## src/pqet_pkg.sv

```systemverilog
`timescale 1ns / 1ps
// ----------------------------------------------------------------------------
// pqet_pkg
// Shared types, channel codes and result codes of the power-quality event
// trigger.
// ----------------------------------------------------------------------------
package pqet_pkg;

    localparam int NUM_CH    = 6;
    localparam int CH_W      = 3;
    localparam int VAL_W     = 32;
    localparam int SEV_W     = 20;
    localparam int KIND_W    = 3;
    localparam int DETAIL_W  = 4;
    localparam int PHASE_W   = 2;
    localparam int CNT_W     = 5;
    localparam int DIV_STEPS = 20;

    localparam logic [SEV_W-1:0]        Q_TEN   = 20'd655360;
    localparam logic signed [VAL_W-1:0] Q_TEN_S = 32'sd655360;

    localparam logic [CH_W-1:0] CH_VDEV = 3'd0;
    localparam logic [CH_W-1:0] CH_VTHD = 3'd1;
    localparam logic [CH_W-1:0] CH_ITHD = 3'd2;
    localparam logic [CH_W-1:0] CH_UNBL = 3'd3;
    localparam logic [CH_W-1:0] CH_FREQ = 3'd4;
    localparam logic [CH_W-1:0] CH_XFMR = 3'd5;

    localparam logic [KIND_W-1:0] KIND_SAG       = 3'd0;
    localparam logic [KIND_W-1:0] KIND_SWELL     = 3'd1;
    localparam logic [KIND_W-1:0] KIND_HARMONIC  = 3'd2;
    localparam logic [KIND_W-1:0] KIND_UNBALANCE = 3'd3;
    localparam logic [KIND_W-1:0] KIND_OVERLOAD  = 3'd4;
    localparam logic [KIND_W-1:0] KIND_FREQ      = 3'd5;

    localparam logic [DETAIL_W-1:0] DET_SAG       = 4'd0;
    localparam logic [DETAIL_W-1:0] DET_DEVIATION = 4'd1;
    localparam logic [DETAIL_W-1:0] DET_SWELL     = 4'd2;
    localparam logic [DETAIL_W-1:0] DET_VTHD      = 4'd3;
    localparam logic [DETAIL_W-1:0] DET_ITHD      = 4'd4;
    localparam logic [DETAIL_W-1:0] DET_UNBALANCE = 4'd5;
    localparam logic [DETAIL_W-1:0] DET_FREQ      = 4'd6;
    localparam logic [DETAIL_W-1:0] DET_OVERLOAD  = 4'd7;
    localparam logic [DETAIL_W-1:0] DET_LOAD_WARN = 4'd8;

    typedef struct packed {
        logic            load;
        logic            chk;
        logic [CH_W-1:0] ch;
        logic            prep;
        logic            div_step;
        logic            publish;
    } dp_cmd_t;

    typedef struct packed {
        logic fire;
        logic div_skip;
        logic out_free;
    } dp_status_t;

    function automatic logic [KIND_W-1:0] chan_kind(input logic [CH_W-1:0] ch);
        logic [KIND_W-1:0] k;
        case (ch)
            CH_VDEV: k = KIND_SWELL;
            CH_VTHD: k = KIND_HARMONIC;
            CH_ITHD: k = KIND_HARMONIC;
            CH_UNBL: k = KIND_UNBALANCE;
            CH_FREQ: k = KIND_FREQ;
            CH_XFMR: k = KIND_OVERLOAD;
            default: k = KIND_SAG;
        endcase
        return k;
    endfunction

    function automatic logic [DETAIL_W-1:0] chan_detail(input logic [CH_W-1:0] ch);
        logic [DETAIL_W-1:0] d;
        case (ch)
            CH_VDEV: d = DET_DEVIATION;
            CH_VTHD: d = DET_VTHD;
            CH_ITHD: d = DET_ITHD;
            CH_UNBL: d = DET_UNBALANCE;
            CH_FREQ: d = DET_FREQ;
            CH_XFMR: d = DET_OVERLOAD;
            default: d = DET_SAG;
        endcase
        return d;
    endfunction

endpackage

```

## src/pqet_ctrl.sv

```systemverilog
`timescale 1ns / 1ps
// ----------------------------------------------------------------------------
// pqet_ctrl
// Sequencer: accepts a snapshot, walks the channels one per cycle, runs the
// severity divider and hands the result to the output register.
// ----------------------------------------------------------------------------
module pqet_ctrl
    import pqet_pkg::*;
(
    input  logic       aclk,
    input  logic       aresetn,
    input  logic       s_tvalid,
    output logic       s_tready,
    input  dp_status_t st,
    output dp_cmd_t    cmd
);

    localparam logic [2:0] ST_IDLE = 3'd0;
    localparam logic [2:0] ST_CHK  = 3'd1;
    localparam logic [2:0] ST_PREP = 3'd2;
    localparam logic [2:0] ST_DIV  = 3'd3;
    localparam logic [2:0] ST_DONE = 3'd4;

    logic [2:0]       state_reg, state_next;
    logic [CH_W-1:0]  ch_reg, ch_next;
    logic [CNT_W-1:0] cnt_reg, cnt_next;

    assign s_tready = (state_reg == ST_IDLE);

    always_comb begin
        state_next   = state_reg;
        ch_next      = ch_reg;
        cnt_next     = cnt_reg;
        cmd          = '0;
        cmd.ch       = ch_reg;
        unique case (state_reg)
            ST_IDLE: begin
                if (s_tvalid) begin
                    cmd.load   = 1'b1;
                    ch_next    = CH_VDEV;
                    state_next = ST_CHK;
                end
            end
            ST_CHK: begin
                cmd.chk = 1'b1;
                if (st.fire) begin
                    state_next = ST_PREP;
                end else if (ch_reg == CH_XFMR) begin
                    state_next = ST_DONE;
                end else begin
                    ch_next = ch_reg + 1'b1;
                end
            end
            ST_PREP: begin
                cmd.prep = 1'b1;
                cnt_next = CNT_W'(DIV_STEPS - 1);
                if (st.div_skip) begin
                    state_next = ST_DONE;
                end else begin
                    state_next = ST_DIV;
                end
            end
            ST_DIV: begin
                cmd.div_step = 1'b1;
                cnt_next     = cnt_reg - 1'b1;
                if (cnt_reg == '0) begin
                    state_next = ST_DONE;
                end
            end
            ST_DONE: begin
                if (st.out_free) begin
                    cmd.publish = 1'b1;
                    state_next  = ST_IDLE;
                end
            end
            default: begin
                state_next = ST_IDLE;
            end
        endcase
    end

    always_ff @(posedge aclk) begin
        if (!aresetn) begin
            state_reg <= ST_IDLE;
            ch_reg    <= CH_VDEV;
            cnt_reg   <= '0;
        end else begin
            state_reg <= state_next;
            ch_reg    <= ch_next;
            cnt_reg   <= cnt_next;
        end
    end

endmodule

```

## src/pqet_dp.sv

```systemverilog
`timescale 1ns / 1ps
// ----------------------------------------------------------------------------
// pqet_dp
// Datapath: limit registers, snapshot registers, shared threshold comparator,
// alarm flags, restoring severity divider and output register.
// ----------------------------------------------------------------------------
module pqet_dp
    import pqet_pkg::*;
(
    input  logic                       aclk,
    input  logic                       aresetn,
    input  dp_cmd_t                    cmd,
    output dp_status_t                 st,
    input  logic                       cfg_we,
    input  logic [CH_W-1:0]            cfg_index,
    input  logic [VAL_W-1:0]           cfg_data,
    input  logic signed [VAL_W-1:0]    in_val [NUM_CH],
    input  logic [PHASE_W-1:0]         in_phase,
    input  logic [VAL_W-1:0]           in_time,
    input  logic                       m_tready,
    output logic                       out_valid,
    output logic                       out_triggered,
    output logic [VAL_W-1:0]           out_event_id,
    output logic [KIND_W-1:0]          out_kind,
    output logic [DETAIL_W-1:0]        out_detail,
    output logic [SEV_W-1:0]           out_severity,
    output logic signed [VAL_W-1:0]    out_value,
    output logic signed [VAL_W-1:0]    out_limit,
    output logic [PHASE_W-1:0]         out_phase,
    output logic [VAL_W-1:0]           out_time
);

    logic signed [VAL_W-1:0] limit_reg [NUM_CH];
    logic signed [VAL_W-1:0] val_reg   [NUM_CH];
    logic [PHASE_W-1:0]      phase_reg;
    logic [VAL_W-1:0]        time_reg;
    logic [NUM_CH-1:0]       flags_reg;
    logic [VAL_W-1:0]        next_id_reg;

    logic                    fired_reg;
    logic signed [VAL_W-1:0] sel_val_reg, sel_lim_reg;
    logic [KIND_W-1:0]       kind_reg;
    logic [DETAIL_W-1:0]     detail_reg;
    logic [VAL_W-1:0]        rem_reg;
    logic [DIV_STEPS-1:0]    dbits_reg;
    logic [SEV_W-1:0]        q_reg;

    logic                    ovalid_reg;
    logic                    otrig_reg;
    logic [VAL_W-1:0]        oid_reg;
    logic [KIND_W-1:0]       okind_reg;
    logic [DETAIL_W-1:0]     odet_reg;
    logic [SEV_W-1:0]        osev_reg;
    logic signed [VAL_W-1:0] oval_reg, olim_reg;
    logic [PHASE_W-1:0]      ophase_reg;
    logic [VAL_W-1:0]        otime_reg;

    // channel check
    logic signed [VAL_W-1:0] cv, cl;
    logic [VAL_W:0]          cmag;
    logic signed [VAL_W+1:0] cx;
    logic signed [39:0]      x40, l40, ten_x, nine_l, tf_x, tt_l;
    logic                    enter, exitb, sag, swell, gt, flag_cur;
    logic                    fire, flag_new;
    logic [KIND_W-1:0]       fire_kind;
    logic [DETAIL_W-1:0]     fire_detail;

    always_comb begin
        case (cmd.ch)
            CH_VDEV: begin cv = val_reg[0]; cl = limit_reg[0]; end
            CH_VTHD: begin cv = val_reg[1]; cl = limit_reg[1]; end
            CH_ITHD: begin cv = val_reg[2]; cl = limit_reg[2]; end
            CH_UNBL: begin cv = val_reg[3]; cl = limit_reg[3]; end
            CH_FREQ: begin cv = val_reg[4]; cl = limit_reg[4]; end
            CH_XFMR: begin cv = val_reg[5]; cl = limit_reg[5]; end
            default: begin cv = '0; cl = '0; end
        endcase
    end

    assign cmag   = cv[VAL_W-1] ? ((VAL_W+1)'(0) - {cv[VAL_W-1], cv}) : {1'b0, cv};
    assign cx     = (cmd.ch == CH_VDEV) ? $signed({1'b0, cmag})
                                        : $signed({{2{cv[VAL_W-1]}}, cv});
    assign x40    = $signed({{6{cx[VAL_W+1]}}, cx});
    assign l40    = $signed({{8{cl[VAL_W-1]}}, cl});
    assign ten_x  = (x40 <<< 3) + (x40 <<< 1);
    assign nine_l = (l40 <<< 3) + l40;
    assign tf_x   = (x40 <<< 4) + (x40 <<< 3) + x40;
    assign tt_l   = (l40 <<< 4) + (l40 <<< 2) + (l40 <<< 1) + l40;
    assign enter  = ten_x > nine_l;
    assign exitb  = tf_x < tt_l;
    assign sag    = cv < -Q_TEN_S;
    assign swell  = cv > Q_TEN_S;
    assign gt     = cv > cl;
    assign flag_cur = flags_reg[cmd.ch];

    always_comb begin
        fire        = 1'b0;
        flag_new    = flag_cur;
        fire_kind   = chan_kind(cmd.ch);
        fire_detail = chan_detail(cmd.ch);
        if (cmd.ch == CH_VDEV) begin
            if (sag || enter || swell) begin
                fire     = 1'b1;
                flag_new = 1'b1;
            end else if (exitb) begin
                flag_new = 1'b0;
            end
            if (sag) begin
                fire_kind   = KIND_SAG;
                fire_detail = DET_SAG;
            end else if (!enter) begin
                fire_detail = DET_SWELL;
            end
        end else begin
            if (enter) begin
                fire     = 1'b1;
                flag_new = 1'b1;
            end else if (flag_cur) begin
                if (exitb) begin
                    flag_new = 1'b0;
                end else begin
                    fire = 1'b1;
                end
            end
            if (cmd.ch == CH_XFMR && !gt) begin
                fire_detail = DET_LOAD_WARN;
            end
        end
    end

    // divider setup and step
    logic [VAL_W-1:0] pmag;
    logic [35:0]      ten_lim;
    logic             lim_pos, sat;
    logic [VAL_W:0]   dtrial, ddiff;
    logic             dge;

    assign pmag    = sel_val_reg[VAL_W-1] ? VAL_W'(-sel_val_reg) : VAL_W'(sel_val_reg);
    assign ten_lim = ({4'b0, sel_lim_reg} << 3) + ({4'b0, sel_lim_reg} << 1);
    assign lim_pos = !sel_lim_reg[VAL_W-1] && (sel_lim_reg != '0);
    assign sat     = {4'b0, pmag} >= ten_lim;
    assign dtrial  = {rem_reg, dbits_reg[DIV_STEPS-1]};
    assign dge     = dtrial >= {1'b0, sel_lim_reg};
    assign ddiff   = dtrial - {1'b0, sel_lim_reg};

    assign st.fire     = fire;
    assign st.div_skip = !lim_pos || sat;
    assign st.out_free = !ovalid_reg || m_tready;

    always_ff @(posedge aclk) begin
        if (!aresetn) begin
            for (int i = 0; i < NUM_CH; i++) begin
                limit_reg[i] <= '0;
            end
            flags_reg   <= '0;
            next_id_reg <= VAL_W'(1);
            fired_reg   <= 1'b0;
            ovalid_reg  <= 1'b0;
        end else begin
            if (cfg_we && cfg_index < CH_W'(NUM_CH)) begin
                limit_reg[cfg_index] <= cfg_data;
            end
            if (cmd.load) begin
                fired_reg <= 1'b0;
            end
            if (cmd.chk) begin
                flags_reg[cmd.ch] <= flag_new;
                if (fire) begin
                    fired_reg <= 1'b1;
                end
            end
            if (cmd.publish) begin
                ovalid_reg <= 1'b1;
                if (fired_reg) begin
                    next_id_reg <= next_id_reg + 1'b1;
                end
            end else if (m_tready) begin
                ovalid_reg <= 1'b0;
            end
        end
    end

    always_ff @(posedge aclk) begin
        if (cmd.load) begin
            for (int i = 0; i < NUM_CH; i++) begin
                val_reg[i] <= in_val[i];
            end
            phase_reg <= in_phase;
            time_reg  <= in_time;
        end
        if (cmd.chk && fire) begin
            sel_val_reg <= cv;
            sel_lim_reg <= cl;
            kind_reg    <= fire_kind;
            detail_reg  <= fire_detail;
        end
        if (cmd.prep) begin
            rem_reg   <= VAL_W'(pmag >> 4);
            dbits_reg <= {pmag[3:0], 16'b0};
            if (!lim_pos) begin
                q_reg <= '0;
            end else if (sat) begin
                q_reg <= Q_TEN;
            end else begin
                q_reg <= '0;
            end
        end
        if (cmd.div_step) begin
            rem_reg   <= dge ? ddiff[VAL_W-1:0] : dtrial[VAL_W-1:0];
            dbits_reg <= {dbits_reg[DIV_STEPS-2:0], 1'b0};
            q_reg     <= {q_reg[SEV_W-2:0], dge};
        end
        if (cmd.publish) begin
            otrig_reg  <= fired_reg;
            oid_reg    <= fired_reg ? next_id_reg : '0;
            okind_reg  <= fired_reg ? kind_reg    : '0;
            odet_reg   <= fired_reg ? detail_reg  : '0;
            osev_reg   <= fired_reg ? q_reg       : '0;
            oval_reg   <= fired_reg ? sel_val_reg : '0;
            olim_reg   <= fired_reg ? sel_lim_reg : '0;
            ophase_reg <= fired_reg ? phase_reg   : '0;
            otime_reg  <= fired_reg ? time_reg    : '0;
        end
    end

    assign out_valid     = ovalid_reg;
    assign out_triggered = otrig_reg;
    assign out_event_id  = oid_reg;
    assign out_kind      = okind_reg;
    assign out_detail    = odet_reg;
    assign out_severity  = osev_reg;
    assign out_value     = oval_reg;
    assign out_limit     = olim_reg;
    assign out_phase     = ophase_reg;
    assign out_time      = otime_reg;

    a_sev_clamped: assert property (@(posedge aclk) disable iff (!aresetn)
        ovalid_reg |-> (osev_reg <= Q_TEN))
        else $error("severity above clamp");

    a_quiet_zero: assert property (@(posedge aclk) disable iff (!aresetn)
        (ovalid_reg && !otrig_reg) |-> (oid_reg == '0 && osev_reg == '0 && otime_reg == '0))
        else $error("no-event result carries data");

    a_id_advance: assert property (@(posedge aclk) disable iff (!aresetn)
        (cmd.publish && fired_reg) |=> (next_id_reg == $past(next_id_reg) + 1'b1))
        else $error("event id did not advance");

    a_id_hold: assert property (@(posedge aclk) disable iff (!aresetn)
        (cmd.publish && !fired_reg) |=> $stable(next_id_reg))
        else $error("event id moved without event");

endmodule

```

## src/power_quality_event_trigger_unit.sv

```systemverilog
`timescale 1ns / 1ps
// ----------------------------------------------------------------------------
// power_quality_event_trigger_unit
// Power-quality event trigger: one result per snapshot of six readings.
// ----------------------------------------------------------------------------
// One snapshot is taken in the idle state; the block then checks one channel
// per cycle through a shared threshold comparator, in priority order, and
// stops at the first channel that fires. A firing channel runs a 20-step
// restoring divider for severity, one quotient bit per cycle. The divider
// is skipped when the limit is not positive or severity clamps, and a
// snapshot with no event is published once all six channels are checked.
// The result sits in an output register, so the next snapshot is accepted
// while it waits to be taken. Limits are written through the cfg port,
// which is always ready; writes to indexes 6 and 7 are dropped.
// ----------------------------------------------------------------------------
module power_quality_event_trigger_unit
    import pqet_pkg::*;
(
    input  logic         aclk,
    input  logic         aresetn,
    input  logic         cfg_valid,
    output logic         cfg_ready,
    input  logic [2:0]   cfg_index,
    input  logic [31:0]  cfg_data,
    input  logic         s_tvalid,
    output logic         s_tready,
    // voltage_dev_value, voltage_thd_value, current_thd_value, unbalance_value,
    // freq_dev_value, xfmr_load_value, phase_tag, snapshot_time, zero pad
    input  logic [231:0] s_tdata,
    output logic         m_tvalid,
    input  logic         m_tready,
    // event_id, event_kind, detail_code, severity, trigger_value,
    // trigger_limit, event_phase, event_time, zero pad
    output logic [159:0] m_tdata,
    // triggered
    output logic         m_tuser
);

    dp_cmd_t                 cmd;
    dp_status_t              st;
    logic signed [VAL_W-1:0] in_val [NUM_CH];
    logic [VAL_W-1:0]        ev_id, ev_time;
    logic [KIND_W-1:0]       ev_kind;
    logic [DETAIL_W-1:0]     ev_detail;
    logic [SEV_W-1:0]        ev_sev;
    logic signed [VAL_W-1:0] ev_val, ev_lim;
    logic [PHASE_W-1:0]      ev_phase;

    assign cfg_ready = 1'b1;

    always_comb begin
        for (int i = 0; i < NUM_CH; i++) begin
            in_val[i] = s_tdata[i*VAL_W +: VAL_W];
        end
    end

    pqet_ctrl u_ctrl (
        .aclk     (aclk),
        .aresetn  (aresetn),
        .s_tvalid (s_tvalid),
        .s_tready (s_tready),
        .st       (st),
        .cmd      (cmd)
    );

    pqet_dp u_dp (
        .aclk          (aclk),
        .aresetn       (aresetn),
        .cmd           (cmd),
        .st            (st),
        .cfg_we        (cfg_valid && cfg_ready),
        .cfg_index     (cfg_index),
        .cfg_data      (cfg_data),
        .in_val        (in_val),
        .in_phase      (s_tdata[193:192]),
        .in_time       (s_tdata[225:194]),
        .m_tready      (m_tready),
        .out_valid     (m_tvalid),
        .out_triggered (m_tuser),
        .out_event_id  (ev_id),
        .out_kind      (ev_kind),
        .out_detail    (ev_detail),
        .out_severity  (ev_sev),
        .out_value     (ev_val),
        .out_limit     (ev_lim),
        .out_phase     (ev_phase),
        .out_time      (ev_time)
    );

    assign m_tdata = {3'b000, ev_time, ev_phase, ev_lim, ev_val, ev_sev,
                      ev_detail, ev_kind, ev_id};

endmodule
```

## config.mk

```make
export PLATFORM = sky130hd
export DESIGN_NAME = power_quality_event_trigger_unit
export DESIGN_NICKNAME = d
export VERILOG_FILES = /design/src/pqet_pkg.sv /design/src/pqet_ctrl.sv /design/src/pqet_dp.sv /design/src/power_quality_event_trigger_unit.sv
export SDC_FILE = /design/constraint.sdc
export NUM_CORES = 2
export LEC_CHECK = 0
export BUFFER_PORTS_ARGS = -buffer_cell sky130_fd_sc_hd__buf_2
export CORE_MARGIN = 3
export CORE_UTILIZATION = 50
export CTS_CLUSTER_DIAMETER = 120
export CTS_CLUSTER_SIZE = 10
export DETAILED_ROUTE_END_ITERATION = 8
export GPL_TIMING_DRIVEN = 0
export PLACE_DENSITY = 0.81
export RECOVER_POWER = 25
export SYNTH_ARGS = -nofsm -noshare
export SYNTH_HDL_FRONTEND = slang
export SYNTH_HIERARCHICAL = 1
export SYNTH_SLANG_ARGS = --single-unit
```

## constraint.sdc

```tcl
create_clock -name aclk -period 47.5 [get_ports aclk]
set_input_delay 7.125 -clock aclk [delete_from_list [all_inputs] [get_ports aclk]]
set_output_delay 7.125 -clock aclk [all_outputs]
set_load 0.005 [all_outputs]
```

==> results.toml <==
[floorplan]
rows = 110
initial_core_util_pct = 50.7
pin_count = 436
dieHeight_um = 309
core_area_um2 = 90600
die_w_um = 309
fp.dieArea_um2 = 95500

[global_route]
grt_pass1_vias = 34843
grt_overflow_total = 0
grt_max_degree = 162
antenna_found_initial = 22
grt_pass1_wl_um = 196000
grt_util_all_layers_pct = 26.8

[critical_path]
cpMaxStageDelayCell = "clkbuf_1"
arrival_ns = 16.35
cp-end-kind = "flop"
crit_path_frequent_cell = "clkbuf_1"
crit_fanout = 10
critPathKind = "reg -> reg"
required_ns = 48.05
crit_path_start_kind = "flop"
cp_slowest_stage_delay_ns = 0.78

[cells_and_area]
drive_gt1_share_pct = 14.0
fin_util_pct = 57.7
fin_cells = 5930
synthToLayoutAreaGrowth_pct = 13.8
final_nets = 5388
design_area_um2 = 52200

[clocking]
clockBufferDepth = 3
htreeDepth = 3
cts_tree = "done"
post_cts_resized = 0
numCtsBuffers = 85
cts.sinks = 754
clkLatencyLatePin_ns = 0.63
clockRootBuffer = "clkbuf_16"
cts.reportedPaths.clkPinSlew_ns = 0.06
post-cts-setup-buffer-count = 0
postCtsHoldBufs = 0

[timing]
hold_violations = 0
finalMaxSlewViolations = 65
rsz0062_at_grt = "no"
fin_ws_ns = 31.70
timing.slew.headroom_pct = -168
tightest_slew_ns = 4.02
setup_viol = 0
finalSetupTns_ns = 0
post-route-period-util_pct = 33.3
max_freq_ghz = 0.0633
post-route-min-period_ns = 15.80
fin_skew_ns = 0.0336

[route]
vias_per_cell = 5.89
drc = 0
first_pass_iters = 6
vias = 34941
post_drt_wl_per_cell_um = 22.0
ant_nets = 0
detail_route.wirelength_um = 130000
drt_iter0_markers = 3313

[synthesis]
yosys.area_share.xor_xnor_pct = 5.41
yosysSeqAreaShare_pct = 48.2
synth_top_family_by_area = "simple AND/OR/NAND/NOR gates"
synth-seq-cells = 754
synth_flop_cell = "edfxtp_1"
synth_compound_area_share_pct = 12.1
synth-edff-count = 703
muxShareOfSynthArea_pct = 4.01
avgSynthCellArea_um2 = 11.0
async_reset_ff_share_pct = 0
synth_adder_area_share_pct = 12.9
yosysWarnings = 6
syn-cell-area_um2 = 45900
synth_cell_types = 100
synth-simple-area-share_pct = 13.6
synth_cells = 4162

[run]
maxCapViolCount = 2

[place]
preCtsSetupSlack_ns = 33.38
placed_area_um2 = 49800
port_buffers = 425
gp_congestion = 0.960
place_inst = 5787
dp_hpwl_um = 99200

[worst_hold_path]
hold_path_class = "reg -> reg"

[run_status]
violations = "capacitance limit, slew limit"
outcome = "complete, but fails checks"

[pwr]
p_per_area_nw_per_um2 = 67.2
vdd_ir_drop_max_uv = 55.3
p_leak_uw = 0.0207
-- synth_stat cells, drive strengths merged (19+ instances only) --
cell	n	share of area (%)
nor4	20	0.34
nand2b	66	0.90
a211oi	19	0.31
o21ai	184	2.0
inv	274	2.2
a21o	108	1.8
mux2i	107	2.3
a31oi	31	0.46
nand4	48	0.65
xor2	66	1.3
nand3	63	0.70
fa	82	3.6
dfxtp	51	2.2
a21boi	20	0.33
edfxtp	703	46
nand2	213	1.7
buf	44	0.53
clkbuf	110	0.90
and2	220	3.0
o21bai	26	0.43
ha	336	9.2
xnor2	213	4.1
a22oi	22	0.36
a21oi	285	3.1
nor3	47	0.53
and3	31	0.42
o21a	29	0.47
nor2b	67	0.91
nor2	377	3.1
mux2	44	1.1
-- metrics by stage --
| step | power [uW] | hold slack (ns) |
|---|---|---|
| after detailed placement | 2890 | 0.424 |
| after CTS | 3480 | 0.436 |
| final | 3510 | 0.443 |
| after global placement | 2840 | 0.417 |
| after global routing | 3780 | 0.459 |
| after floorplan | 2400 | 0.406 |
-- critical path, delay by kind of cell, from the launching register on --
kind / cells / cell delay [ns]
simple gates: 8 / 1.47
fa+ha+maj: 4 / 1.78
compound gates: 21 / 5.24
buf+inv: 15 / 6.77
flops: 1 / 0.40
-- report_power, final --
group	internal (uW)	switching, uW
Combinational	808	1150
Sequential	903	66.3
Clock	333	247
-- metal layers --
metal | routed length (um) | GRT usage [%] | share of wire, %
met1 | 49900 | 33.1 | 38
met2 | 63100 | 45.9 | 48
met3 | 11600 | 5.20 | 8.9
met4 | 5770 | 11.7 | 4.4
met5 | 41 | 0 | 0.031
-- worst paths after layout --
| check | cells past startpoint | endpoint | slack [ns] | start |
|---|---|---|---|---|
| setup / recovery | 48 | u_ctrl/ch_reg[1] | 31.70 | u_ctrl/ch_reg[2] |
| hold / removal | 0 | u_dp/out_triggered | 0.44 | u_dp/fired_reg |
| setup reg to reg | 48 | u_ctrl/ch_reg[1] | 31.70 | u_ctrl/ch_reg[2] |
| hold reg to reg | 0 | u_dp/out_triggered | 0.44 | u_dp/fired_reg |
-- placed cells by master, fill, tap and decap left out, types with 31 or more instances in the layout --
cell type / n
a21o_1: 108
a21oi_1: 284
and2_0: 139
and2_1: 81
and3_1: 31
buf_2: 432
clkbuf_1: 159
clkbuf_16: 87
dfxtp_1: 51
edfxtp_1: 703
fa_1: 82
ha_1: 336
inv_1: 268
mux2_2: 38
mux2i_1: 107
nand2_1: 208
nand2b_1: 66
nand3_1: 62
nand4_1: 48
nor2_1: 377
nor2b_1: 66
nor3_1: 45
o21ai_0: 177
xnor2_1: 208
xor2_1: 66
-- cells by family (layout without fill, tap and decap cells) --
kind of cell,count (synthesis),count (layout)
compound gates,875,875
xor+xnor,279,279
fa+ha+maj,424,424
buf+inv,431,1003
flops,754,754
mux,163,163
other cells,2,22
simple gates,1234,1234
-- cell type report --
cell class,count,area [um^2]
Clock inverter,4,60.1
Timing Repair Buffer,447,2400
Fill cell,7357,38400
Antenna cell,18,45.0
Tap cell,1176,1470
Buffer,154,646
Sequential cell,754,22100
Clock buffer,121,2300
Multi-Input combinational cell,2979,22100
Inverter,277,1050
(Power assumes the default switching activity.)
